## src/dcf_pkg.sv

```systemverilog
// Shared types and character codes for the delimited command framer.
`default_nettype none
package dcf_pkg;

	localparam logic [7:0] CH_CR    = 8'h0D;
	localparam logic [7:0] CH_HASH  = 8'h23;
	localparam logic [7:0] CH_COLON = 8'h3A;

	typedef enum logic {
		ST_IDLE,
		ST_EMIT
	} dcf_state_t;

endpackage
`default_nettype wire

```

## src/delimited_command_framer_core.sv

```systemverilog
// Command framer: buffers received bytes and emits the buffer on a hash.
//
// Channels: rx (rx_valid/rx_ready, rx_byte) takes one received byte per item;
// cmd (cmd_valid/cmd_ready, cmd_byte, cmd_last) gives the buffered command.
// A carriage return is dropped. A colon clears the buffer and the write
// position. A hash emits all CMD_LEN buffer bytes, index 0 first, cmd_last on
// the final one, then clears the buffer. Any other byte is written at the
// write position, which wraps after CMD_LEN-1.
// Ordinary bytes, colons and returns are accepted whenever the block is idle.
// The buffer sits in a one-port memory with a registered read, one entry read
// per cycle straight into the output register while that register is empty or
// cmd_ready is high. The first byte is valid after the hash moves the state to
// emit and the first entry is read; rx_ready stays low until the last is read.
// Clearing is instant: per-entry valid flags are dropped and an entry whose
// flag is low reads as zero.
// Reset drops all valid flags, zeroes the write position and empties the
// output register; the block is ready as soon as reset is released.
// When cmd_ready is low the output register holds its item and no further
// entry is read until it is taken.
`default_nettype none
module delimited_command_framer_core #(
	parameter int CMD_LEN = 8
) (
	input  wire logic       clk,
	input  wire logic       arst_n,
	input  wire logic       rx_valid,
	output logic            rx_ready,
	input  wire logic [7:0] rx_byte,
	output logic            cmd_valid,
	input  wire logic       cmd_ready,
	output logic [7:0]      cmd_byte,
	output logic            cmd_last
);
	import dcf_pkg::*;

	localparam int PW = (CMD_LEN > 1) ? $clog2(CMD_LEN) : 1;
	localparam logic [PW-1:0] LAST_IDX = PW'(CMD_LEN - 1);

	dcf_state_t state_q, state_d;

	logic [7:0]         mem_q [CMD_LEN];
	logic [CMD_LEN-1:0] vld_q;
	logic [PW-1:0]      pos_q;
	logic [PW-1:0]      idx_q;
	logic [7:0]         rd_data_q;
	logic               rd_vld_q;
	logic               out_valid_q;
	logic               out_last_q;

	logic rx_fire;
	logic is_cr, is_colon, is_hash, is_data;
	logic issue;
	logic clear_all;

	assign rx_fire  = rx_valid && rx_ready;
	assign is_cr    = (rx_byte == CH_CR);
	assign is_colon = (rx_byte == CH_COLON);
	assign is_hash  = (rx_byte == CH_HASH);
	assign is_data  = !is_cr && !is_colon && !is_hash;

	// next state and control
	always_comb begin
		state_d   = state_q;
		rx_ready  = 1'b0;
		issue     = 1'b0;
		clear_all = 1'b0;
		unique case (state_q)
			ST_IDLE: begin
				rx_ready = 1'b1;
				if (rx_valid && is_hash) begin
					state_d = ST_EMIT;
				end
				if (rx_valid && is_colon) begin
					clear_all = 1'b1;
				end
			end
			ST_EMIT: begin
				issue = !out_valid_q || cmd_ready;
				if (issue && idx_q == LAST_IDX) begin
					state_d   = ST_IDLE;
					clear_all = 1'b1;
				end
			end
			default: begin
				state_d = ST_IDLE;
			end
		endcase
	end

	always_ff @(posedge clk or negedge arst_n) begin
		if (!arst_n) begin
			state_q <= ST_IDLE;
		end else begin
			state_q <= state_d;
		end
	end

	// buffer memory: written only while idle, read only while emitting
	always_ff @(posedge clk) begin
		if (rx_fire && is_data) begin
			mem_q[pos_q] <= rx_byte;
		end
		if (issue) begin
			rd_data_q <= mem_q[idx_q];
		end
	end

	always_ff @(posedge clk or negedge arst_n) begin
		if (!arst_n) begin
			vld_q       <= '0;
			pos_q       <= '0;
			idx_q       <= '0;
			rd_vld_q    <= 1'b0;
			out_valid_q <= 1'b0;
			out_last_q  <= 1'b0;
		end else begin
			if (clear_all) begin
				vld_q <= '0;
				pos_q <= '0;
			end else if (rx_fire && is_data) begin
				vld_q[pos_q] <= 1'b1;
				pos_q        <= (pos_q == LAST_IDX) ? '0 : pos_q + 1'b1;
			end

			if (issue) begin
				rd_vld_q    <= vld_q[idx_q];
				out_valid_q <= 1'b1;
				out_last_q  <= (idx_q == LAST_IDX);
				idx_q       <= (idx_q == LAST_IDX) ? '0 : idx_q + 1'b1;
			end else if (cmd_ready) begin
				out_valid_q <= 1'b0;
			end
		end
	end

	assign cmd_valid = out_valid_q;
	assign cmd_byte  = rd_vld_q ? rd_data_q : 8'h00;
	assign cmd_last  = out_last_q;

	// read index only moves during an emit
	a_idx_idle: assert property (@(posedge clk) disable iff (!arst_n)
		(state_q == ST_IDLE) |-> (idx_q == '0))
		else $error("read index nonzero while idle");

	a_emit_clears: assert property (@(posedge clk) disable iff (!arst_n)
		(issue && idx_q == LAST_IDX) |=> (vld_q == '0 && pos_q == '0 && state_q == ST_IDLE))
		else $error("buffer not cleared after emit");

	a_colon_clears: assert property (@(posedge clk) disable iff (!arst_n)
		(rx_fire && is_colon) |=> (vld_q == '0 && pos_q == '0))
		else $error("colon did not clear buffer");

	a_data_marks: assert property (@(posedge clk) disable iff (!arst_n)
		(rx_fire && is_data) |=> vld_q[$past(pos_q)])
		else $error("written entry not marked valid");

	a_pos_range: assert property (@(posedge clk) disable iff (!arst_n)
		(pos_q <= LAST_IDX) && (idx_q <= LAST_IDX))
		else $error("index out of range");

endmodule
`default_nettype wire

```

## config.mk

```make
export PLATFORM = sky130hd
export DESIGN_NAME = delimited_command_framer_core
export DESIGN_NICKNAME = d
export VERILOG_FILES = /design/src/dcf_pkg.sv /design/src/delimited_command_framer_core.sv
export SDC_FILE = /design/constraint.sdc
export NUM_CORES = 1
export LEC_CHECK = 0
export BUFFER_PORTS_ARGS = -buffer_cell sky130_fd_sc_hd__buf_2
export CAP_MARGIN = 20
export CORE_MARGIN = 1
export CORE_UTILIZATION = 51
export CTS_CLUSTER_SIZE = 14
export DETAILED_ROUTE_END_ITERATION = 8
export PLACE_DENSITY = 0.69
export SYNTH_ARGS = -nofsm -noshare
export SYNTH_HDL_FRONTEND = slang
export SYNTH_SLANG_ARGS = --single-unit
```

## constraint.sdc

```tcl
create_clock -name clk -period 3.3 [get_ports clk]
set_input_delay 0.165 -clock clk [delete_from_list [all_inputs] [get_ports clk]]
set_output_delay 0.165 -clock clk [all_outputs]
set_load 0.1 [all_outputs]
```

==> Word-level counts from Yosys, hierarchy flattened <==
Memories as Yosys holds them, arrays and structs flattened. A register that Yosys moved wholly into a read port is not among the register bits.
Cells that the tools add are included.
Widths: inputs -> output; s select.
{ "totals": {"memories": 1, "ram_bits": 64, "ff_bits": 18, "out_inout_bits": 11, "in_bits": 12} }
{ "mem_list": {"columns": ["name", "words", "width", "read_ports", "rd_clocked_by_memory_dff", "write_ports", "line_no", "text"], "rows": [
  ["mem_q", 8, 8, 1, 1, 1, "delimited_command_framer_core.sv:41", "logic [7:0] mem_q [CMD_LEN];"]
]} }
{ "op_classes": {"n_bitwise": 2, "reduce_logical": 15, "eq_ne": 5, "muxes": 23, "addsub": 2, "order_cmp": 3} }
{ "ops": {"columns": ["op", "count"], "rows": [
  ["$mux 8", 3],
  ["$eq 8x6->1 const B", 2],
  ["$mux 1", 12],
  ["$mux 3", 4],
  ["$eq 8x4->1 const B", 1],
  ["$logic_and 1x1->1", 8],
  ["$lt 3x4->1 const B", 2],
  ["$or 8x8->8", 1],
  ["$add 3x1->3 const B", 2],
  ["$eq 3x3->1 const B", 2],
  ["$logic_not 1->1", 4],
  ["$pmux 1 s2", 2],
  ["$reduce_bool 2->1", 2],
  ["$bmux 1 s3", 1],
  ["$demux 1 s3", 1],
  ["$ge 3x1->1 const B", 1],
  ["$logic_or 1x1->1", 1],
  ["$not 1->1", 1]
]} }

==> Logic depth before layout (Yosys ltp) <==
Gate-level depths: netlist (run 1).
{ "depth": {"word_depth": 7, "depth_mapped": 6, "depth_no_buf": 5} }

==> Worst setup path before layout (run 1) <==
No wires, ideal clock.
{ "synth_path": {"kind": "flip-flop to flip-flop", "from": "register state_q", "to": "memory mem_q[0][0], enable pin", "path_buffers": 1, "setup_slack_ps": 1499, "arrival_time_ps": 1431, "required_ps": 2930, "setup_ps": 370, "period_less_slack_ps": 1801, "path_stages_with_launch": 4, "cell_sequence": "dfrtp_1 -> buf_2 -> or4b_1 -> nor2_1"} }
{ "synth_between": {"elab_chain_len": 5} }
{ "synth_rtl": {"columns": ["element", "line_no", "text"], "rows": [
  ["start: declaration", "delimited_command_framer_core.sv:39", "dcf_state_t state_q, state_d;"],
  ["start signal: assignment", "delimited_command_framer_core.sv:94", "state_q <= state_d;"],
  ["$mux 1", "delimited_command_framer_core.sv:67", "unique case (state_q)"],
  ["$logic_and 1x1->1", "delimited_command_framer_core.sv:55", "assign rx_fire = rx_valid && rx_ready;"],
  ["$logic_and 1x1->1", "delimited_command_framer_core.sv:100", "if (rx_fire && is_data) begin"],
  ["$mux 1", "delimited_command_framer_core.sv:100", null],
  ["$mux 1 (implied by the code)", "delimited_command_framer_core.sv:101", "mem_q[pos_q] <= rx_byte;"],
  ["end: declaration", "delimited_command_framer_core.sv:41", null]
]} }
No other way between the ends.

==> Worst setup path in the final report (run 1) <==
{ "layout_path": {"from": "input rx_byte[0]", "to": "memory mem_q[0][4], enable pin"} }
{ "layout_between": {"elab_chain_len": 7, "elab_cells_between_ends": 11} }
{ "layout_rtl": {"columns": ["element", "line_no", "text"], "rows": [
  ["start: declaration", "delimited_command_framer_core.sv:28", "input wire logic [7:0] rx_byte,"],
  ["$eq 8x4->1 or $eq 8x6->1 (tied branches)", "delimited_command_framer_core.sv:56, delimited_command_framer_core.sv:57", null],
  ["$logic_not 1->1", "delimited_command_framer_core.sv:59", "assign is_data = !is_cr && !is_colon && !is_hash;"],
  ["$logic_and 1x1->1", "delimited_command_framer_core.sv:59", null],
  ["$logic_and 1x1->1 *", "delimited_command_framer_core.sv:59", null],
  ["$logic_and 1x1->1 *", "delimited_command_framer_core.sv:100", null],
  ["$mux 1 *", "delimited_command_framer_core.sv:100", null],
  ["$mux 1 (implied by the code) *", "delimited_command_framer_core.sv:101", null]
]} }
Mark *: on every way between the ends. The rest lies on a longest branch, timed or not.

==> key figures, run 1 <==
Logic synthesis
  • Post-synth cell types: 36
  • Sequential fraction of the synthesis area: 70.3%
  • #FFs+latches synth: 90
  • Most used DFF post-synth: edfxtp_1
  • Syn Inst Count: 210
  • Syn avg cell area: 17.7 sq um
  • Leading cell type by number of instances after synthesis: edfxtp_1
  • Synth top area cells: edfxtp_1 (58%), dfrtp_1 (12%), mux4_2 (11%)
  • Syn. warnings: 0
  • Synth area leader: edfxtp_1
  • Synth top cells by count: edfxtp_1 (72), dfrtp_1 (18), mux4_2 (18), nor2_1 (16), mux2_2 (10)
  • Syn nets: 226
  • Top-area cell type share of the netlist area: 58.2%
  • Post-Syn Area: 0.00371 sq mm
  • Asr flop ratio synth: 20.0%
  • Number of enable flip-flop cells after synthesis: 72

Global routing
  • Top Usage Layer GRT: met1
  • Routing usage on met3: 4.55%
  • GR Util met2: 27.7%
  • Largest net degree at the start of global routing: 22
  • Vias in the first global route: 1933
  • Initial antenna violation count: 0
  • First-pass GRT wire length: 10700 microns
  • Met1 Use GR: 30.2%
  • GRT Total Usage: 20.0%
  • Grt ovf: 0

Timing
  • Fmax: 443 MHz
  • Final setup fails: 0
  • Min cycle time layout: 2.26 ns
  • Unrepaired setup endpoints after global routing: false
  • Slew headroom: 45.7%
  • Period utilization: 68.4%
  • Final worst setup slack: 1.04 ns
  • Least-Margin Pin Slew: 0.811 ns
  • Clock skew: 0.00609 ns
  • Hold_ws: 0.112 ns
  • Setup_tns: 0 ns
  • Final Hold Fails: 0
  • Final max-slew violation count: 0

Clock tree
  • CTS tree: yes
  • Clock H-tree levels: 3
  • Worst-skew pair later-pin latency: 0.35 ns
  • Cts bufs inserted: 9
  • Deepest clock path buffer count: 2
  • Root Buffer: clkbuf_8
  • Worst-path clk slew: 0.08 ns
  • Clock sink total: 90
  • Number of gates resized after cts: 0

Job
  • Max cap viols: 0

Layout
  • Multi-input gate area: 0.00105 sq mm
  • Storage cell area: 0.00261 sq mm
  • Fin area: 0.00410 sq mm
  • Number of nets in the layout: 254
  • Syn-to-layout area delta: 10.4%
  • ANT cells: 0
  • Layout cell share with drive strength beyond 1: 30.5%
  • Fill count: 554

Worst setup path
  • Data required time of the worst path: 3.29 ns
  • Worst-path maximum fanout: 12
  • Critical path endpoint category: flip-flop
  • Worst Setup Path Type: in -> reg
  • Crit path DAT: 2.24 ns
  • Startpoint Class: primary input

Floorplanning
  • Die W: 87.3 microns
  • Initial Utilization: 53.8%
  • # rows: 30
  • Die Height: 87.3 microns
  • Io pins: 23
  • Core ar.: 0.00691 sq mm
  • Die footprint: 0.00763 sq mm

Place
  • GPL Wtd Cong: 0.809
  • IO buf count: 22
  • DPL Wire Length: 4370 microns
  • Dpl cell area: 0.00392 sq mm
  • Place WS: 0.664 ns

Outcome
  • Status: finished, final reports clean

Drt
  • First-pass DRT Iterations: 5
  • Initial detailed-routing violation count: 117
  • DR WL/cell: 19.4 microns
  • ANT nets after route: 0
  • WL final: 6580 microns
  • Post-DR vias/cell: 5.77
  • DRC: 0
  • Via Count: 1955

Power and ir drop
  • Pleak: 1.45 nW
  • Pwr dens: 796 mW/mm^2
  • Worst VDD drop: 0.000294 V
  • Pwr Total: 3.27 mW

Hold path
  • Worst Hold Class: in -> reg
-- path summary, 6_finish.rpt --
check / start / slack, ns / to / cells past startpoint
min in group asynchronous: arst_n / 0.28 / idx_q[1] / 2
max: rx_byte[0] / 1.04 / mem_q[0][4] / 5
min: cmd_ready / 0.11 / cmd_valid / 3
min reg2reg: cmd_last / 0.48 / cmd_last / 2
max in group asynchronous: arst_n / 2.75 / vld_q[3] / 2
max reg2reg: state_q / 1.20 / mem_q[0][4] / 2
-- power by group --
group          switching [mW]  internal (mW)  leakage [nW]
combinational           0.633          0.424         0.507
clock                   0.386          0.271        0.0791
sequential              0.111           1.44         0.860
-- per-layer routing --
layer / part of all wire [%] / vias to the layer above
met5: 0 / -
met4: 1.7 / 0
met3: 3.3 / 8
met2: 45 / 42
met1: 50 / 1013
li1: - / 892
-- metrics by stage --
step	util, %	instances
global route	59.4	339
global placement	56.8	322
finish	59.4	339
floorplan	-	210
CTS	59.4	339
detailed placement	56.8	322
-- worst max-delay path, stage by stage --
cell and delay (ns):
buf_2 0.19, and3b_1 0.22, o211ai_1 0.66, nand3_1 0.29
nor2_1 0.70
-- registers in the layout (all words and copies together), names as in the netlist --
signal	count
mem_q	64
rd_vld_q	1
idx_q	3
rd_data_q	8
state_q	1
vld_q	8
cmd_last	1
cmd_valid	1
pos_q	3
-- cells by family after synthesis --
group                      after synthesis  share of synthesized area [%]
DFF                                     90                           70.3
AOI/OAI and AO/OA                       25                           4.18
buffers and inverters                   11                           1.28
muxes                                   29                           14.2
adders and majority gates                4                           1.35
and+or+nand+nor                         51                           8.66
-- layout make-up --
type	instances	share of cell area, %
Multi-Input combinational cell	109	25.7
Sequential cell	90	63.7
Tap cell	96	2.93
Clock inverter	7	1.10
Inverter	3	0.274
Timing Repair Buffer	25	3.29
Clock buffer	9	3.02
-- placed cells by master, fill, tap and decap left out, types with 3 or more instances in the layout --
master / count
edfxtp_1: 72
buf_2: 22
mux4_2: 18
dfrtp_1: 18
nor2_1: 16
mux2_2: 10
a31oi_1: 9
clkbuf_8: 9
and2_1: 8
nand2_1: 7
a21oi_1: 7
o21ai_0: 4
ha_1: 4
nand3_1: 3
inv_1: 3
clkinvlp_4: 3
-- what timing repair did --
item	in CTS	in global routing
buffers inserted	0	0
setup endpoints to repair	0	0
hold buffers	1	0
hold endpoints to repair	18	0
Note: power is estimated with default switching activity, not from simulation.
==> inputs of run 2 (changes only) <==
--- a/config.mk
+++ b/config.mk
@@ -11,7 +11,7 @@
 export CORE_UTILIZATION = 51
 export CTS_CLUSTER_SIZE = 14
 export DETAILED_ROUTE_END_ITERATION = 8
-export PLACE_DENSITY = 0.69
+export PLACE_DENSITY = 0.71
 export SYNTH_ARGS = -nofsm -noshare
 export SYNTH_HDL_FRONTEND = slang
 export SYNTH_SLANG_ARGS = --single-unit
==> constraint.sdc (replaced) <==
create_clock -name clk -period 1.9 [get_ports clk]
set_input_delay 0.095 -clock clk [delete_from_list [all_inputs] [get_ports clk]]
set_output_delay 0.095 -clock clk [all_outputs]
set_load 0.1 [all_outputs]
==> run 2 against run 1 <==
  * Critical endpoint is now pos_q[2]
  * Critical path depth rose by 1
  * Global-route usage increased by 0.42 points
  * Clock-buffer cell count stayed put
  * Worst setup slack lost 0.88 ns
  * Register-to-register slack got worse by 1.0 ns
  * Power increased by 86%
  * Sequential share of layout area down 3.2 points
==> key figures, run 2 (same netlist as run 1, synthesis figures left out) <==
Layout
  • Registers with the most flip-flops: mem_q x64, rd_data_q x8, vld_q x8
  • Layout cell share with drive strength beyond 1: 36.4% (+5.9 points)
  • ANT cells: 0 (unchanged)
  • Most common cell after layout, fill and taps aside: edfxtp_1
  • Fill count: 490 (-12%)
  • Max FFs per register: 64 (unchanged)
  • Number of nets in the layout: 272 (+7.1%)
  • Post-Layout Cell Count: 357 (+5.3%)
  • Most frequent cells in the layout: edfxtp_1 (72), buf_2 (22), mux4_2 (18), dfrtp_1 (18), buf_4 (18)
  • Syn-to-layout area delta: 16.2%
  • Largest reg by FF count: mem_q
  • Fin util: 62.5% (+3.1 points)

Global routing
  • First-pass GRT wire length: 10900 microns (+1.3%)
  • GRT Total Usage: 20.4% (+0.42 points)
  • Largest net degree at the start of global routing: 22 (unchanged)
  • Grt ovf: 0 (unchanged)
  • Initial antenna violation count: 0 (unchanged)
  • Vias in the first global route: 1971 (+2.0%)

Timing
  • Final Hold Fails: 0 (unchanged)
  • Min cycle time layout: 1.74 ns
  • Least-Margin Pin Slew: 0.703 ns (-0.108 ns)
  • Clock skew: 0.00785 ns (+0.00176 ns)
  • Slew headroom: 53.0% (+7.2 points)
  • Final setup fails: 0 (unchanged)
  • Setup_tns: 0 ns (unchanged)
  • Unrepaired setup endpoints after global routing: false
  • Final max-slew violation count: 0 (unchanged)
  • Hold_ws: 0.0180 ns (-0.0936 ns)
  • Period utilization: 91.6%
  • Fmax: 575 MHz

Drt
  • ANT nets after route: 0 (unchanged)
  • DRC: 0 (unchanged)
  • DR top layer: met4
  • Met3 WL: 422 microns (+96%)
  • Via Count: 2037 (+4.2%)
  • WL final: 6830 microns (+3.7%)
  • First-pass DRT Iterations: 4 (-1)
  • Met1 wire length: 3160 microns (-4.4%)
  • DR WL/cell: 19.1 microns (-1.5%)
  • Initial detailed-routing violation count: 98 (-16%)
  • Post-DR vias/cell: 5.71 (-1.1%)
  • Met2 routed WL: 3110 microns (+5.4%)

Worst setup path
  • Critical path endpoint category: flip-flop
  • Worst Reg-to-Reg Cells: 6 (+4)
  • Worst-path maximum fanout: 21 (+9)
  • Worst Setup Path Type: reg -> reg
  • Crit path DAT: 2.02 ns (-0.22 ns)
  • Startpoint Class: flip-flop
  • Data required time of the worst path: 2.18 ns (-1.11 ns)

Clock tree
  • Worst-skew pair later-pin latency: 0.36 ns (about the same)
  • Clock H-tree levels: 3 (unchanged)
  • Deepest clock path buffer count: 2 (unchanged)
  • CTS tree: yes
  • Worst-path clk slew: 0.09 ns (about the same)
  • Root Buffer: clkbuf_8
  • Clock sink total: 90 (unchanged)
  • Cts bufs inserted: 9 (unchanged)

Floorplanning
  • Die footprint: 0.00763 sq mm (unchanged)
  • Core ar.: 0.00691 sq mm (unchanged)
  • Die Height: 87.3 microns (unchanged)
  • # rows: 30 (unchanged)
  • Die W: 87.3 microns (unchanged)
  • Io pins: 23 (unchanged)
  • Initial Utilization: 53.8% (unchanged)

Place
  • IO buf count: 22 (unchanged)
  • DPL Wire Length: 4860 microns (+11%)
  • GPL Wtd Cong: 0.754 (-6.7%)
  • Inst Count DP: 340 (+5.6%)

Hold path
  • Hold Path Cell Cnt: 1 (-2)
  • Worst Hold Class: in -> reg

Power and ir drop
  • Pleak: 1.57 nW (+8.9%)
  • Pwr Total: 6.08 mW (+86%)
  • Worst VDD drop: 0.000496 V (+69%)
  • Pwr dens: 1410 mW/mm^2 (+77%)

Job
  • Max cap viols: 0 (unchanged)

Outcome
  • Status: finished, final reports clean
[run 2: cell count changes in the layout (fill, tap and decap cells not counted), sizes merged]
| cell | previous run | this run |
|---|---|---|
| buf | 24 | 42 |
| clkinvlp | 3 | 0 |
| bufinv | 0 | 2 |
| clkinv | 3 | 4 |
[run 2: final timing paths]
path,endpoint,start,slack (ns)
max in group asynchronous,vld_q[4],arst_n,1.44
max,pos_q[2],idx_q[0],0.16
max reg2reg,pos_q[2],idx_q[0],0.16
min in group asynchronous,idx_q[2],arst_n,0.18
min,mem_q[7][4],rx_byte[4],0.02
min reg2reg,cmd_last,cmd_last,0.48
[run 2: what timing repair did]
item,in CTS,in global routing
resized for setup,2,1
buffers inserted,0,0
gates cloned,0,0
hold buffers,1,0
endpoints found under the setup margin,16,1
hold endpoints to repair,18,0
[run 2: layout make-up]
class	count	area, sq um	share of cell area [%]
multi-input combinational	109	1060	24.6
timing repair buffer	43	295	6.84
sequential	90	2610	60.5
clock inverter	7	91.3	2.12
tap	96	120	2.78
inverter	3	11.3	0.261
clock buffer	9	124	2.87
[run 2: critical path: stages, from the launching register on]
cell	delay [ns]
dfrtp_1	0.40
buf_12	0.18
ha_1	0.21
ha_1	0.24
nand3_1	0.13
nand2_1	0.26
a21oi_1	0.23
[run 2: report_power, final]
| part | leakage [nW] | total (mW) | switching (mW) | internal (mW) |
|---|---|---|---|---|
| Combinational | 0.604 | 2.01 | 1.16 | 0.852 |
| Clock | 0.111 | 1.40 | 0.664 | 0.738 |
| Sequential | 0.860 | 2.67 | 0.168 | 2.50 |
[run 2: metrics by stage]
step | cell area (sq um) | setup slack, ns
2_1_floorplan | 3710 | 0.0991
3_3_place_gp | 4080 | -0.00605
3_5_place_dp | 4080 | -0.0573
4_1_cts | 4310 | 0.118
5_1_grt | 4320 | 0.0280
6_report | 4320 | 0.159
[run 2: layer usage]
layer,track usage [%],vias to the layer above
li1,-,931
met1,29.8,1022
met2,30.0,73
met3,3.41,11
met4,9.84,0
met5,0,-
==> inputs of run 3 (changes only) <==
--- a/config.mk
+++ b/config.mk
@@ -7,11 +7,13 @@
 export LEC_CHECK = 0
 export BUFFER_PORTS_ARGS = -buffer_cell sky130_fd_sc_hd__buf_2
 export CAP_MARGIN = 20
+export CELL_PAD_IN_SITES_DETAIL_PLACEMENT = 1
+export CELL_PAD_IN_SITES_GLOBAL_PLACEMENT = 1
 export CORE_MARGIN = 1
-export CORE_UTILIZATION = 51
+export CORE_UTILIZATION = 46
 export CTS_CLUSTER_SIZE = 14
 export DETAILED_ROUTE_END_ITERATION = 8
-export PLACE_DENSITY = 0.71
+export PLACE_DENSITY = 0.76
 export SYNTH_ARGS = -nofsm -noshare
 export SYNTH_HDL_FRONTEND = slang
 export SYNTH_SLANG_ARGS = --single-unit
==> run 3 against run 2 <==
  * Clock skew barely moved
  * Wire length rose by 6.4%
  * Largest cell class unchanged
  * Cell count rose by 1.4%
  * Die area rose by 11%
  * Register-to-register slack got worse by 0.07 ns
  * Fmax fell by 3.7%
  * Core utilization fell by 7.3 points
==> key figures, run 3 (same netlist as run 1, synthesis figures left out) <==
Drt
  • DR WL/cell: 20.1 microns (+5.0%)
  • Post-DR vias/cell: 5.62 (-1.5%)
  • Initial detailed-routing violation count: 106 (+8.2%)
  • Met3 WL: 238 microns (-44%)
  • Met2 routed WL: 3420 microns (+9.8%)
  • DR top layer: met4
  • First-pass DRT Iterations: 5 (+1)
  • WL final: 7270 microns (+6.4%)
  • Via Count: 2035 (-0.098%)
  • DRC: 0 (unchanged)
  • ANT nets after route: 0 (unchanged)
  • Met1 wire length: 3500 microns (+11%)

Power and ir drop
  • Pleak: 1.55 nW (-1.5%)
  • Worst VDD drop: 0.000369 V (-26%)
  • Pwr dens: 1390 mW/mm^2 (-1.3%)

Clock tree
  • Clock sink total: 90 (unchanged)
  • Root Buffer: clkbuf_8
  • Setup Buffers After CTS: 0 (unchanged)
  • CTS tree: yes
  • Clock H-tree levels: 3 (unchanged)
  • Worst-path clk slew: 0.08 ns (about the same)
  • Worst-skew pair later-pin latency: 0.35 ns (about the same)
  • Cts bufs inserted: 9 (unchanged)
  • Deepest clock path buffer count: 2 (unchanged)

Timing
  • Fmax: 553 MHz (-3.7%)
  • Final max-slew violation count: 0 (unchanged)
  • Slew headroom: 48.0% (-5.0 points)
  • Clock skew: 0.00786 ns (+0.0000127 ns)
  • Final Hold Fails: 0 (unchanged)
  • Unrepaired setup endpoints after global routing: true
  • Least-Margin Pin Slew: 0.777 ns (+0.0743 ns)
  • Min cycle time layout: 1.81 ns (+0.0676 ns)
  • Period utilization: 95.2% (+3.6 points)
  • Final setup fails: 0 (unchanged)
  • Setup_tns: 0 ns (unchanged)

Hold path
  • Hold Path Cell Cnt: 3 (+2)
  • Worst Hold Class: in -> reg

Global routing
  • Initial antenna violation count: 0 (unchanged)
  • Largest net degree at the start of global routing: 22 (unchanged)
  • Vias in the first global route: 2154 (+9.3%)
  • GRT Total Usage: 19.3% (-1.1 points)
  • First-pass GRT wire length: 11800 microns (+8.6%)
  • Grt ovf: 0 (unchanged)

Layout
  • Most frequent cells in the layout: edfxtp_1 (72), buf_2 (22), mux4_2 (18), dfrtp_1 (18), buf_4 (17)
  • Layout cell share with drive strength beyond 1: 35.4% (-1.0 points)
  • Largest reg by FF count: mem_q
  • Fill count: 745 (+52%)
  • Syn-to-layout area delta: 15.5%
  • ANT cells: 0 (unchanged)
  • Post-Layout Cell Count: 362 (+1.4%)
  • Registers with the most flip-flops: mem_q x64, rd_data_q x8, vld_q x8
  • Most common cell after layout, fill and taps aside: edfxtp_1
  • Max FFs per register: 64 (unchanged)
  • Number of nets in the layout: 271 (-0.37%)

Worst setup path
  • CP Buf/Inv Count: 1 (unchanged)
  • Worst Setup Path Type: reg -> reg
  • Slowest cell delay on critical path: 0.64 ns (+0.24 ns)
  • Worst-path cell with the longest stage delay: nor2_1
  • Startpoint Class: flip-flop
  • Worst Reg-to-Reg Cells: 3 (-3)
  • Data required time of the worst path: 1.88 ns (-0.30 ns)
  • Worst-path maximum fanout: 8 (-62%)
  • CP Depth: 3 (-3)
  • Crit-path leading delay family: simple AND/OR/NAND/NOR gates
  • Crit path DAT: 1.79 ns (-0.23 ns)
  • Critical path endpoint category: flip-flop
  • Cell breakdown of the critical path: buf_4, nand4b_1, nor2_1

Floorplanning
  • Die footprint: 0.00844 sq mm (+11%)
  • Initial Utilization: 47.8% (-6.0 points)
  • # rows: 32 (+6.7%)
  • Die Height: 91.9 microns (+5.2%)
  • Core ar.: 0.00777 sq mm (+12%)
  • Io pins: 23 (unchanged)
  • Die W: 91.9 microns (+5.2%)

Place
  • Inst Count DP: 345 (+1.5%)
  • GPL Wtd Cong: 0.794 (+5.3%)
  • IO buf count: 22 (unchanged)
  • DPL Wire Length: 5160 microns (+6.4%)

Outcome
  • Status: finished, final reports clean

Job
  • Max cap viols: 0 (unchanged)
run 3: layout make-up:
class                      count  area [sq um]  area share [%]
inverter                       3          11.3           0.262
clock inverter                 5          55.1            1.28
sequential                    90          2610            60.9
multi-input combinational    109          1060            24.8
timing repair buffer          42           288            6.71
tap                          102           128            2.97
clock buffer                  11           131            3.06
run 3: per-stage QoR:
step / util (%) / setup slack [ns] / area (sq um) / total power [mW] / hold slack (ns)
2_1_floorplan: - / 0.0991 / 3710 / 4.17 / -0.201
3_3_place_gp: 52.6 / -0.0319 / 4080 / 4.71 / 0.0450
3_5_place_dp: 52.6 / -0.0908 / 4080 / 4.78 / 0.0476
4_1_cts: 55.2 / 0.0424 / 4290 / 6.01 / 0.0375
5_1_grt: 55.2 / -0.0109 / 4290 / 6.26 / 0.0512
6_report: 55.2 / 0.0918 / 4290 / 5.97 / 0.0419
run 3: final timing paths:
kind	start	to	slack, ns
max	state_q	mem_q[6][1]	0.09
min	cmd_ready	cmd_valid	0.04
max reg2reg	state_q	mem_q[6][1]	0.09
min reg2reg	cmd_last	cmd_last	0.49
max in group asynchronous	arst_n	pos_q[1]	1.40
min in group asynchronous	arst_n	idx_q[2]	0.21
run 3: power by group:
part,internal [mW],switching (mW),total (mW)
combinational,0.863,1.21,2.07
sequential,2.50,0.159,2.66
clock,0.605,0.630,1.24
total,3.97,2.00,5.97
run 3: per-layer routing:
metal	vias up	GRT usage, %
met3	9	3.23
met4	0	6.38
li1	928	-
met1	1052	28.2
met2	46	29.6
met5	-	0
run 3: worst min-delay path, cell delays in order:
cell and delay (ns):
buf_2 0.07, nand2b_1 0.12, nand2_1 0.06
run 3: timing repair:
| item | CTS | global route |
|---|---|---|
| hold endpoints to repair | 18 | 0 |
| setup endpoints to repair | 16 | 15 |
| resized for setup | 2 | 2 |
| hold buffers | 1 | 0 |
